<file path="src/rtl/omgc_pkg.sv">
// Shared types and constants of the offset mix, gain and clip block.
// No dependencies; every other file of the block imports this package.
package omgc_pkg;

  // Buffer geometry and entry format.
  localparam int BUFFER_DEPTH = 65536;
  localparam int ADDR_W       = $clog2(BUFFER_DEPTH);
  localparam int ENTRY_W      = 20;
  localparam int LEN_W        = 17;
  localparam int POS_W        = 16;
  localparam int SAMPLE_W     = 16;
  localparam int GAIN_W       = 16;
  localparam int LIMIT_W      = 15;
  localparam int PROD_W       = ENTRY_W + GAIN_W + 1;
  localparam int FRAC_W       = 14;

  localparam logic [ENTRY_W-1:0] ENTRY_MAX = {1'b0, {(ENTRY_W-1){1'b1}}};
  localparam logic [ENTRY_W-1:0] ENTRY_MIN = {1'b1, {(ENTRY_W-1){1'b0}}};

  // Register reset values and register indexes.
  localparam logic [GAIN_W-1:0]  GAIN_RESET  = 16'd6554;
  localparam logic [LIMIT_W-1:0] LIMIT_RESET = 15'd32735;
  localparam logic               REG_GAIN    = 1'b0;
  localparam logic               REG_LIMIT   = 1'b1;

  // Opcodes.
  localparam logic OP_MIX  = 1'b0;
  localparam logic OP_READ = 1'b1;

  // Classification of a request, decided by the front end.
  localparam logic [1:0] K_MIX  = 2'd0;
  localparam logic [1:0] K_READ = 2'd1;
  localparam logic [1:0] K_DROP = 2'd2;
  localparam logic [1:0] K_PAST = 2'd3;

  // Result status codes.
  localparam logic [1:0] ST_OK   = 2'd0;
  localparam logic [1:0] ST_DROP = 2'd1;
  localparam logic [1:0] ST_PAST = 2'd2;

  typedef struct packed {
    logic                       opcode;
    logic [POS_W-1:0]           offset;
    logic signed [SAMPLE_W-1:0] sample;
    logic                       clip_last;
  } in_item_t;

  typedef struct packed {
    logic signed [SAMPLE_W-1:0] mixed_sample;
    logic [1:0]                 status;
    logic [LEN_W-1:0]           mix_length;
  } out_item_t;

  typedef struct packed {
    logic [1:0]                 kind;
    logic [ADDR_W-1:0]          addr;
    logic signed [SAMPLE_W-1:0] sample;
    logic [LEN_W-1:0]           mix_length;
  } q_entry_t;

  typedef struct packed {
    logic [GAIN_W-1:0]  gain;
    logic [LIMIT_W-1:0] clip_limit;
  } cfg_t;

endpackage

</file>
<file path="src/rtl/omgc_front.sv">
// Front end: accepts requests, tracks clip position and mix length, classifies.
// Depends on omgc_pkg; feeds omgc_queue.
module omgc_front (
  input  logic              clk,
  input  logic              rst_n,
  input  logic              accept,
  input  omgc_pkg::in_item_t item,
  output logic              push,
  output omgc_pkg::q_entry_t entry
);
  import omgc_pkg::*;

  logic [POS_W-1:0] clip_pos_r, clip_pos_nxt;
  logic [LEN_W-1:0] mixed_len_r, mixed_len_nxt;
  logic [LEN_W-1:0] addr_sum;
  logic [LEN_W-1:0] addr_inc;
  logic             in_range;
  logic             rd_past;

  assign addr_sum = {1'b0, item.offset} + {1'b0, clip_pos_r};
  assign addr_inc = addr_sum + LEN_W'(1);
  assign in_range = 32'(addr_sum) < BUFFER_DEPTH;
  assign rd_past  = ({1'b0, item.offset} >= mixed_len_r) ||
                    (32'(item.offset) >= BUFFER_DEPTH);

  always_comb begin
    clip_pos_nxt     = clip_pos_r;
    mixed_len_nxt    = mixed_len_r;
    entry.sample     = item.sample;
    entry.addr       = ADDR_W'(addr_sum);
    entry.kind       = K_MIX;
    if (item.opcode == OP_MIX) begin
      if (in_range) begin
        if (addr_inc > mixed_len_r) begin
          mixed_len_nxt = addr_inc;
        end
      end else begin
        entry.kind = K_DROP;
      end
      clip_pos_nxt = item.clip_last ? '0 : clip_pos_r + POS_W'(1);
    end else begin
      entry.addr = ADDR_W'(item.offset);
      entry.kind = rd_past ? K_PAST : K_READ;
    end
    entry.mix_length = mixed_len_nxt;
  end

  assign push = accept;

  always_ff @(posedge clk) begin
    if (!rst_n) begin
      clip_pos_r  <= '0;
      mixed_len_r <= '0;
    end else if (accept) begin
      clip_pos_r  <= clip_pos_nxt;
      mixed_len_r <= mixed_len_nxt;
    end
  end

endmodule

</file>
<file path="config.mk">
export PLATFORM = sky130hd
export DESIGN_NAME = omgc_front
export DESIGN_NICKNAME = d
export VERILOG_FILES = /design/src/rtl/omgc_pkg.sv /design/src/rtl/omgc_front.sv
export SDC_FILE = /design/constraint.sdc
export NUM_CORES = 1
export LEC_CHECK = 0
export BUFFER_PORTS_ARGS = -buffer_cell sky130_fd_sc_hd__buf_2
export CORE_ASPECT_RATIO = 0.9
export CORE_UTILIZATION = 50
export DETAILED_ROUTE_END_ITERATION = 8
export HOLD_SLACK_MARGIN = 0.06
export PLACE_DENSITY = 0.89
export SYNTH_ARGS = -nofsm -noshare
export SYNTH_HDL_FRONTEND = slang
export SYNTH_SLANG_ARGS = --single-unit
</file>
<file path="constraint.sdc">
create_clock -name clk -period 7.1 [get_ports clk]
set_input_delay 1.42 -clock clk [delete_from_list [all_inputs] [get_ports clk]]
set_output_delay 1.42 -clock clk [all_outputs]
set_load 0.02 [all_outputs]
</file>
==> qor.csv <==
stage,metric,value,unit
status,status,"finished, violations left",
status,failed_checks,setup timing,
floorplan,die-area,0.00780,mm2
grt,grt_pass1_wl,16500,um
sta,skew,0.00595,ns
yosys,synth-edff-count,0,
setup_path,crit_fanout,7,
floorplan,die_w,93.0,um
clock_tree,root_buffer,clkbuf_8,
yosys,yosysMostFrequentCell,nand2_1,
layout,final_util,0.660,
grt,grt-ovfl-total,0,
power_and_ir_drop,total_power,0.642,mW
drt,drt-total-wl,12400,um
power_and_ir_drop,internal_power,0.386,mW
power_and_ir_drop,p_clk_frac,0.223,
setup_path,cp-end-kind,output pin,
layout,register_area,661,um2
place,finalWeightedCongestion,0.916,
yosys,synth-seq-area-share,0.177,
floorplan,ios,89,
setup_path,critical_path_class,input port to output pin,
clock_tree,cts_buffer_depth,2,
sta,max_freq,136,MHz
clock_tree,cts_tree,built,
sta,holdWs,0.465,ns
clock_tree,clock-sinks,33,
drt,drcViolationCount,0,
power_and_ir_drop,p_seq_frac,0.309,
drt,viasPerCell,6.34,
grt,first_global_vias,3571,
layout,final_cell_area,0.00472,mm2
sta,hold_viol,0,
floorplan,die_h,83.9,um
drt,drt_iter0_drc,451,
floorplan,coreArea,0.00715,mm2
yosys,synthTopCellsByCount,"nand2_1, ha_1, nor2_1, a21oi_1, dfxtp_1",
yosys,async_flop_share,0,
yosys,netlist_area,0.00373,mm2
clock_tree,cts_made_buffers,5,
yosys,syn_inst,478,
setup_path,cp-start-kind,input port,
clock_tree,hold_buffers,0,
layout,nets,633,
yosys,yosysUniqueCellTypes,57,
clock_tree,clkTransAtPathRegs,0.07,ns
sta,tightestPinTransition,0.967,ns
yosys,yosysTopAreaCell,dfxtp_1,
place,pre_cts_ws,-0.176,ns
power_and_ir_drop,leakagePower,2.02,nW
sta,finalWorstSetupSlack,-0.227,ns
yosys,avgSynthCellArea,7.80,um2
layout,multi_input_area,0.00310,mm2
drt,drtPass1Iterations,5,
grt,antenna_found_initial,0,
grt,grtUsageTotal,0.265,
sta,min_period_over_period,1.03,
power_and_ir_drop,p_switching,0.255,mW
yosys,synth_area_leaders,"dfxtp_1, ha_1, nand2_1, a21oi_1, xnor2_1",
job,drv_cap,0,
power_and_ir_drop,swShare,0.398,
setup_path,critPathRequiredTime,5.68,ns
layout,area_growth,26.6,%
drt,wl_per_cell,19.5,um
power_and_ir_drop,peakVddDrop,0.0616,mV
power_and_ir_drop,pwr-share-comb,0.467,
yosys,yosys_most_used_dff,dfxtp_1,
setup_path,critPathArrivalTime,5.91,ns
clock_tree,htree_levels,2,
place,port_buffers,56,
grt,grt_max_degree,28,
sta,max_slew_margin,0.355,
layout,diodes,0,
drt,ant_nets,0,
yosys,syn_nets,567,
floorplan,initial_utilization,0.521,
sta,setup_viol,17,
drt,vias,4048,
sta,slew_violations,0,
yosys,ys_ff_latch,33,
yosys,synth_top_area_frac,0.177,
place,hpwlAfterDp,7990,um
sta,min_period,7.33,ns
yosys,ys.warnings.count,0,
layout,drive_gt1_frac,0.306,
power_and_ir_drop,p_per_area,136,mW/mm2
floorplan,core.rowCount,29,
sta,rsz0062_at_grt,true,
layout,fill_cells,511,
place,postPlaceCellArea,0.00405,mm2
hold_path,min_path_type,register to register,
clock_tree,clk_latency,0.30,ns
-- layout make-up --
cell class / count / area share
Clock buffer: 8 / 0.0170
Inverter: 31 / 0.0247
Multi-Input combinational cell: 384 / 0.656
Sequential cell: 33 / 0.140
Tap cell: 93 / 0.0247
Timing Repair Buffer: 89 / 0.137
-- layer usage --
metal | vias up | part of all wire | GRT usage
met5 | - | 0 | 0
met4 | 0 | 0.057 | 0.102
met3 | 77 | 0.076 | 0.0355
met2 | 249 | 0.49 | 0.455
met1 | 1882 | 0.38 | 0.332
li1 | 1840 | - | -
-- flip-flops by register name (all words and copies together) (netlist names) --
register	cells
mixed_len_r	17
clip_pos_r	16
-- worst max-delay path, stage by stage --
cell and delay [ns]:
buf_2 0.13, ha_1 0.39, a21oi_1 0.31, o21ai_4 0.15
xnor2_2 0.18, nor4_4 0.35, buf_4 0.19, nand4_4 0.14
nor3b_4 0.30, xnor2_2 0.18, inv_2 0.08, ha_4 0.28
nand4_1 0.15, nor2_2 0.23, a2111oi_4 0.10, o21a_1 0.24
a2111o_2 0.48, buf_12 0.19, mux2_4 0.30, buf_6 0.13
-- cell usage in the layout (no fill, tap or decap), types with 6 or more instances in the layout --
cell type,netlist,routed
nand3_1,10,9
nand4_1,13,13
buf_2,4,39
o21a_1,9,9
a21oi_1,39,31
ha_1,51,47
nand2_1,55,52
or3_1,6,6
a21o_1,14,14
xor2_1,16,14
buf_6,1,6
xnor2_1,18,8
nor2_1,40,37
o21ai_0,24,18
a211oi_1,15,12
buf_4,19,40
a21oi_2,0,8
inv_1,30,27
dfxtp_1,33,33
xnor2_2,1,11
-- repair_timing --
action / in CTS / in global routing
gates resized for setup: 5 / 95
buffers inserted: 2 / 12
endpoints found under the setup margin: 16 / 17
cloned: 0 / 3
pin swaps: 3 / 25
-- metrics by stage --
step / setup TNS, ns / instances
global route: -4.82 / 638
floorplan: -0.259 / 478
detailed placement: -0.717 / 613
global placement: 0 / 613
CTS: -0.0448 / 623
finish: -2.46 / 638
-- cells by family after synthesis --
family,after synthesis,synth area share
compound gates,127,0.229
xor+xnor,35,0.0843
fa+ha+maj,52,0.177
buf+inv,61,0.0839
flops,33,0.177
mux,8,0.0248
simple gates,162,0.224
-- power groups by stage --
| stage | clock (mW) | combinational [mW] | sequential, mW |
|---|---|---|---|
| after floorplan | 0 | 0.180 | 0.200 |
| after global routing | 0.151 | 0.319 | 0.199 |
| final | 0.143 | 0.300 | 0.198 |
| after detailed placement | 0 | 0.234 | 0.202 |
| after CTS | 0.142 | 0.237 | 0.198 |
| after global placement | 0 | 0.225 | 0.201 |
-- final timing paths --
path                                    start                      endpoint  slack, ns  depth (start not counted)
setup / recovery                     item[21]                      entry[1]      -0.23                         20
hold / removal    mixed_len_r[7]$_SDFFE_PN0P_   mixed_len_r[7]$_SDFFE_PN0P_       0.46                          2
setup reg to reg   clip_pos_r[0]$_SDFFE_PN0P_  mixed_len_r[15]$_SDFFE_PN0P_       1.74                         22
hold reg to reg   mixed_len_r[7]$_SDFFE_PN0P_   mixed_len_r[7]$_SDFFE_PN0P_       0.46                          2
No activity file was read; power rests on OpenSTA's default activity.
