===== src/rtl/omgc_pkg.sv =====
// Shared types and constants of the offset mix, gain and clip block.
// No dependencies; every other file of the block imports this package.
package omgc_pkg;

  // Buffer geometry and entry format.
  localparam int BUFFER_DEPTH = 65536;
  localparam int ADDR_W       = $clog2(BUFFER_DEPTH);
  localparam int ENTRY_W      = 20;
  localparam int LEN_W        = 17;
  localparam int POS_W        = 16;
  localparam int SAMPLE_W     = 16;
  localparam int GAIN_W       = 16;
  localparam int LIMIT_W      = 15;
  localparam int PROD_W       = ENTRY_W + GAIN_W + 1;
  localparam int FRAC_W       = 14;

  localparam logic [ENTRY_W-1:0] ENTRY_MAX = {1'b0, {(ENTRY_W-1){1'b1}}};
  localparam logic [ENTRY_W-1:0] ENTRY_MIN = {1'b1, {(ENTRY_W-1){1'b0}}};

  // Register reset values and register indexes.
  localparam logic [GAIN_W-1:0]  GAIN_RESET  = 16'd6554;
  localparam logic [LIMIT_W-1:0] LIMIT_RESET = 15'd32735;
  localparam logic               REG_GAIN    = 1'b0;
  localparam logic               REG_LIMIT   = 1'b1;

  // Opcodes.
  localparam logic OP_MIX  = 1'b0;
  localparam logic OP_READ = 1'b1;

  // Classification of a request, decided by the front end.
  localparam logic [1:0] K_MIX  = 2'd0;
  localparam logic [1:0] K_READ = 2'd1;
  localparam logic [1:0] K_DROP = 2'd2;
  localparam logic [1:0] K_PAST = 2'd3;

  // Result status codes.
  localparam logic [1:0] ST_OK   = 2'd0;
  localparam logic [1:0] ST_DROP = 2'd1;
  localparam logic [1:0] ST_PAST = 2'd2;

  typedef struct packed {
    logic                       opcode;
    logic [POS_W-1:0]           offset;
    logic signed [SAMPLE_W-1:0] sample;
    logic                       clip_last;
  } in_item_t;

  typedef struct packed {
    logic signed [SAMPLE_W-1:0] mixed_sample;
    logic [1:0]                 status;
    logic [LEN_W-1:0]           mix_length;
  } out_item_t;

  typedef struct packed {
    logic [1:0]                 kind;
    logic [ADDR_W-1:0]          addr;
    logic signed [SAMPLE_W-1:0] sample;
    logic [LEN_W-1:0]           mix_length;
  } q_entry_t;

  typedef struct packed {
    logic [GAIN_W-1:0]  gain;
    logic [LIMIT_W-1:0] clip_limit;
  } cfg_t;

endpackage


===== src/rtl/omgc_queue.sv =====
// Two-entry queue between the front end and the back end.
// Depends on omgc_pkg for the entry type.
module omgc_queue (
  input  logic               clk,
  input  logic               rst_n,
  input  logic               push,
  input  omgc_pkg::q_entry_t push_entry,
  input  logic               pop,
  output omgc_pkg::q_entry_t head,
  output logic               empty,
  output logic               full
);
  import omgc_pkg::*;

  q_entry_t   slot_r [2];
  logic       wr_ptr_r;
  logic       rd_ptr_r;
  logic [1:0] count_r, count_nxt;

  assign empty = (count_r == 2'd0);
  assign full  = (count_r == 2'd2);
  assign head  = slot_r[rd_ptr_r];

  always_comb begin
    count_nxt = count_r;
    case ({push, pop})
      2'b10:   count_nxt = count_r + 2'd1;
      2'b01:   count_nxt = count_r - 2'd1;
      default: count_nxt = count_r;
    endcase
  end

  always_ff @(posedge clk) begin
    if (push) begin
      slot_r[wr_ptr_r] <= push_entry;
    end
  end

  always_ff @(posedge clk) begin
    if (!rst_n) begin
      wr_ptr_r <= 1'b0;
      rd_ptr_r <= 1'b0;
      count_r  <= 2'd0;
    end else begin
      if (push) begin
        wr_ptr_r <= ~wr_ptr_r;
      end
      if (pop) begin
        rd_ptr_r <= ~rd_ptr_r;
      end
      count_r <= count_nxt;
    end
  end

`ifndef ASSERT_OFF
  a_no_push_full: assert property (@(posedge clk) disable iff (!rst_n) push |-> !full)
    else $error("queue push while full");
  a_no_pop_empty: assert property (@(posedge clk) disable iff (!rst_n) pop |-> !empty)
    else $error("queue pop while empty");
  a_count_bound: assert property (@(posedge clk) disable iff (!rst_n)
    (count_r != 2'd3) && ((wr_ptr_r ^ rd_ptr_r) == count_r[0]))
    else $error("queue count and pointers disagree");
`endif

endmodule


===== config.mk =====
export PLATFORM = sky130hd
export DESIGN_NAME = omgc_queue
export DESIGN_NICKNAME = d
export VERILOG_FILES = /design/src/rtl/omgc_pkg.sv /design/src/rtl/omgc_queue.sv
export SDC_FILE = /design/constraint.sdc
export NUM_CORES = 1
export LEC_CHECK = 0
export ABC_CLOCK_PERIOD_IN_PS = 4000
export BUFFER_PORTS_ARGS = -buffer_cell sky130_fd_sc_hd__buf_2
export CORE_MARGIN = 2
export CORE_UTILIZATION = 25
export CTS_CLUSTER_DIAMETER = 40
export CTS_CLUSTER_SIZE = 40
export DETAILED_ROUTE_END_ITERATION = 6
export GPL_TIMING_DRIVEN = 0
export PLACE_DENSITY = 0.43
export SLEW_MARGIN = 25
export SYNTH_ARGS = -nofsm -noshare
export SYNTH_HDL_FRONTEND = slang
export SYNTH_SLANG_ARGS = --single-unit

===== constraint.sdc =====
create_clock -name clk -period 4 [get_ports clk]
set_input_delay 0.2 -clock clk [delete_from_list [all_inputs] [get_ports clk]]
set_output_delay 0.2 -clock clk [all_outputs]
set_load 0.005 [all_outputs]

==> flow_summary.html <==
<table>
<tr><th>Metric</th><th>Value</th></tr>
<tr><th colspan="2">Critical path</th></tr>
<tr><td>CP most frequent cell</td><td>buf_2</td></tr>
<tr><td>Cells along the critical path</td><td>buf_2, buf_2, mux2_2, buf_2</td></tr>
<tr><td>Worst Setup End Kind</td><td>primary output</td></tr>
<tr><td>Worst setup slack for register-to-register paths</td><td>2.47 ns</td></tr>
<tr><td>Logic depth of the worst register-to-register path</td><td>3</td></tr>
<tr><td>Critical-path cell with the highest stage delay</td><td>mux2_2</td></tr>
<tr><td>Largest fanout on the critical path</td><td>10</td></tr>
<tr><td>Critical path data required time</td><td>3.80 ns</td></tr>
<tr><td>Number of buffer and inverter instances along the worst setup path</td><td>3</td></tr>
<tr><td>Crit-path leading delay family</td><td>buffers and inverters</td></tr>
<tr><td>Crit start category</td><td>flip-flop</td></tr>
<tr><td>Start-to-end type of the worst setup path</td><td>flip-flop to primary output</td></tr>
<tr><td>Signal arrival time at the worst endpoint</td><td>1.63 ns</td></tr>
<tr><td>Biggest cell delay along the critical path</td><td>0.38 ns</td></tr>
<tr><td>Reg2Reg Capture Point</td><td>slot_r[0][26]</td></tr>
<tr><td>RR Startpoint</td><td>wr_ptr_r</td></tr>
<tr><th colspan="2">Job</th></tr>
<tr><td>Number of maximum-capacitance violations</td><td>0</td></tr>
<tr><th colspan="2">Routing</th></tr>
<tr><td>Number of DRC markers after the initial detailed-route iteration</td><td>92</td></tr>
<tr><td>Final Routed Wirelength</td><td>7214 um</td></tr>
<tr><td>DRT Pass-1 Iters</td><td>4</td></tr>
<tr><td>DRT antenna net count</td><td>0</td></tr>
<tr><td>Detailed-route vias per instance</td><td>4.061</td></tr>
<tr><td>Avg WL per Cell</td><td>14.57 um</td></tr>
<tr><td>Number of vias in the routed layout</td><td>2010</td></tr>
<tr><td>DRC violations left</td><td>0</td></tr>
<tr><th colspan="2">Layout</th></tr>
<tr><td>Leading cell types in the layout, fill and taps excluded</td><td>buf_2, edfxtp_1, mux2_2</td></tr>
<tr><td>Area growth from synthesis to layout</td><td>29.64%</td></tr>
<tr><td>Final-stage net count</td><td>358</td></tr>
<tr><td>Layout cell share with drive strength beyond 1</td><td>60.26%</td></tr>
<tr><td>Area of the multi-input gates</td><td>696.9 um^2</td></tr>
<tr><td>Count of fill cells added during filler insertion</td><td>1523</td></tr>
<tr><td>Register area</td><td>3163 um^2</td></tr>
<tr><td>Most common library cell in the layout ignoring fill and taps</td><td>buf_2</td></tr>
<tr><td>Post-route cell area</td><td>5035 um^2</td></tr>
<tr><td>Count of inserted antenna diode cells</td><td>0</td></tr>
<tr><th colspan="2">Clock tree</th></tr>
<tr><td>Number of instances resized during post-cts repair</td><td>0</td></tr>
<tr><td>Number of levels the H-tree was split into</td><td>3</td></tr>
<tr><td>CTS sink count</td><td>107</td></tr>
<tr><td>Clock tree buffer depth</td><td>2</td></tr>
<tr><td>TritonCTS clock tree</td><td>built</td></tr>
<tr><td>Total setup buffers inserted after CTS</td><td>0</td></tr>
<tr><td>Clock edge transition at the registers on the reported setup and hold paths</td><td>0.07 ns</td></tr>
<tr><td>Clock latency of the later-clocked register in the worst-skew pair</td><td>0.34 ns</td></tr>
<tr><td>Hold-fix buffer count after cts</td><td>0</td></tr>
<tr><td>TritonCTS buffer count</td><td>9</td></tr>
<tr><td>Master cell of the clock root buffer</td><td>clkbuf_16</td></tr>
<tr><th colspan="2">Worst hold path</th></tr>
<tr><td>Hold path startpoint</td><td>push_entry[40]</td></tr>
<tr><td>Worst-case hold path end point</td><td>slot_r[1][40]</td></tr>
<tr><td>Min-Delay Path Depth</td><td>1</td></tr>
<tr><td>Worst hold path type</td><td>primary input to flip-flop</td></tr>
<tr><th colspan="2">Pwr</th></tr>
<tr><td>Pwr Density</td><td>483.2 nW/um^2</td></tr>
<tr><td>Worst IR drop on VDD</td><td>0.3286 mV</td></tr>
<tr><td>Leakage power summed over all cells</td><td>1.870 nW</td></tr>
<tr><th colspan="2">Synthesis</th></tr>
<tr><td>Combinational family with the most area after synthesis</td><td>multiplexers</td></tr>
<tr><td>Compound-gate portion of the synthesized area</td><td>0.5155%</td></tr>
<tr><td>Number of storage elements in the synthesis netlist</td><td>107</td></tr>
<tr><td>Post-Syn Area</td><td>3884 um^2</td></tr>
<tr><td>Proportion of synthesized chip area in sequential cells</td><td>81.44%</td></tr>
<tr><td>Leading area contributor after synthesis</td><td>edfxtp_1</td></tr>
<tr><td>Post-synthesis share of cell area spent on full adders, half adders and majority gates</td><td>0.3222%</td></tr>
<tr><td>Mux share of post-synthesis cell area</td><td>14.79%</td></tr>
<tr><td>Total of warnings raised by yosys</td><td>0</td></tr>
<tr><td>Area share of and/or/nand/nor cells after synthesis</td><td>1.385%</td></tr>
<tr><td>Parity-gate share of the synthesized area counting xor and xnor cells</td><td>0.6765%</td></tr>
<tr><td>Synth area leaders</td><td>edfxtp_1, mux2_2, dfxtp_1</td></tr>
<tr><td>Count of unique library cells instantiated by Yosys</td><td>16</td></tr>
<tr><td>Cells after synthesis</td><td>181</td></tr>
<tr><td>Synthesized Nets</td><td>237</td></tr>
<tr><td>Avg Cell Area, Syn</td><td>21.46 um^2</td></tr>
<tr><td>Share of the synthesized area in the top cell type</td><td>78.87%</td></tr>
<tr><th colspan="2">Place</th></tr>
<tr><td>Setup slack at placement</td><td>2.396 ns</td></tr>
<tr><td>Area post-placement</td><td>4732 um^2</td></tr>
<tr><td>Routability congestion estimate from global placement</td><td>0.6443</td></tr>
<tr><td>Port Buf Inserts</td><td>107</td></tr>
<tr><td>Detailed-placement wirelength estimate</td><td>4878 um</td></tr>
<tr><th colspan="2">Timing</th></tr>
<tr><td>RSZ-0062 raised after global routing</td><td>no</td></tr>
<tr><td>Setup clock skew after layout</td><td>0.005788 ns</td></tr>
<tr><td>Final count of negative-setup-slack endpoints</td><td>0</td></tr>
<tr><td>Fraction of the cycle the final worst path needs</td><td>45.81%</td></tr>
<tr><td>Headroom to the max-slew limit</td><td>64.83%</td></tr>
<tr><td>Slew @ Worst Pin</td><td>0.5263 ns</td></tr>
<tr><td>Final Max Tran Viols</td><td>0</td></tr>
<tr><td>Minimum setup slack in the final design</td><td>2.168 ns</td></tr>
<tr><td>Hold Slack</td><td>0.04278 ns</td></tr>
<tr><td>Count of final hold-check violations</td><td>0</td></tr>
<tr><td>Highest attainable clock frequency</td><td>545.8 MHz</td></tr>
<tr><td>Minimum period implied by the final worst setup slack</td><td>1.832 ns</td></tr>
<tr><th colspan="2">Floorplanning</th></tr>
<tr><td>Die Outline Area</td><td>16550 um^2</td></tr>
<tr><td>I/O pins</td><td>108</td></tr>
<tr><td>Number of rows created at floorplan</td><td>45</td></tr>
<tr><td>Die height</td><td>128.6 um</td></tr>
<tr><td>Core Box Area</td><td>15200 um^2</td></tr>
<tr><td>Initial cell density of the core</td><td>25.55%</td></tr>
<tr><td>Floorplan die width</td><td>128.6 um</td></tr>
<tr><th colspan="2">Global route</th></tr>
<tr><td>Residual overflow from global routing</td><td>0</td></tr>
<tr><td>Initial antenna violation count</td><td>1</td></tr>
<tr><td>Via count of the first global-routing pass</td><td>2100</td></tr>
<tr><td>Largest net degree at the start of global routing</td><td>31</td></tr>
<tr><td>Global-route wire length before repair</td><td>10820 um</td></tr>
<tr><td>Total routing usage reported by global routing</td><td>8.976%</td></tr>
<tr><th colspan="2">Run status</th></tr>
<tr><td>Status</td><td>finished clean</td></tr>
</table>
routing by layer:
layer  up-vias  GRT usage [%]  wire length [um]
met5         -              0                 0
met4         0          3.069                89
met3         5          4.449               529
met2        68          15.00              3612
met1       992          9.989              2983
li1        945              -                 -
cell type report:
cell class | count | area share [%]
Buffer | 6 | 0.5964
Clock buffer | 11 | 4.821
Clock inverter | 5 | 1.193
Inverter | 1 | 0.07455
Multi-Input combinational cell | 67 | 13.84
Sequential cell | 107 | 62.82
Tap cell | 188 | 4.672
Timing Repair Buffer | 110 | 11.98
metrics by stage:
stage,util [%],power (mW),std cells,setup TNS [ns]
floorplan,-,1.453,181,0
global placement,30.62,1.572,476,-38.05
detailed placement,31.13,1.583,479,0
CTS,33.12,2.487,495,0
global route,33.12,2.552,495,0
finish,33.12,2.433,495,0
where the power goes:
group | switching [mW] | total (mW) | internal, mW
clock network | 0.379 | 0.885 | 0.506
registers | 0.0138 | 1.31 | 1.29
logic | 0.113 | 0.243 | 0.130
total | 0.506 | 2.43 | 1.93
cells in the mapped netlist:
cell and number:
a21boi_1 1, and2_1 4, and2b_2 1, buf_2 6
dfxtp_1 5, edfxtp_1 102, ha_1 1, inv_1 1
mux2_2 51, nor2_1 2, nor2b_1 1, o21a_1 1
o21ai_0 1, or3_1 1, xnor2_1 2, xor2_1 1
logic make-up (layout without fill, tap and decap cells):
kind of cell | after synthesis | in the layout
AOI/OAI and AO/OA | 3 | 3
xor gates and xnor gates | 3 | 3
adders and majority gates | 1 | 1
buffers and inverters | 7 | 133
DFF | 107 | 107
muxes | 51 | 51
and+or+nand+nor | 9 | 9
worst reg2reg max path, cell delays in order (launching register included):
cell and delay [ns]:
dfxtp_1 0.34, nor2_4 0.44, buf_12 0.25, buf_16 0.19
flip-flops by register name, summed over array words and instances, names as in the netlist, named ones only:
signal / count
rd_ptr_r: 1
wr_ptr_r: 1
count_r: 2
slot_r: 102
worst max-delay path by stage:
stage / slack [ns] / depth (start not counted) / start / to
6_report: 2.17 / 4 / flip-flop / head[26]
5_1_grt: 2.03 / 4 / flip-flop / head[26]
4_1_cts: 2.07 / 4 / flip-flop / head[26]
3_5_place_dp: 2.40 / 5 / push / slot_r[0][21]
3_3_place_gp: -0.74 / 3 / push / slot_r[0][17]
2_1_floorplan: 1.06 / 1 / wr_ptr_r / slot_r[0][0]
Power figures use the tool's default switching activity.
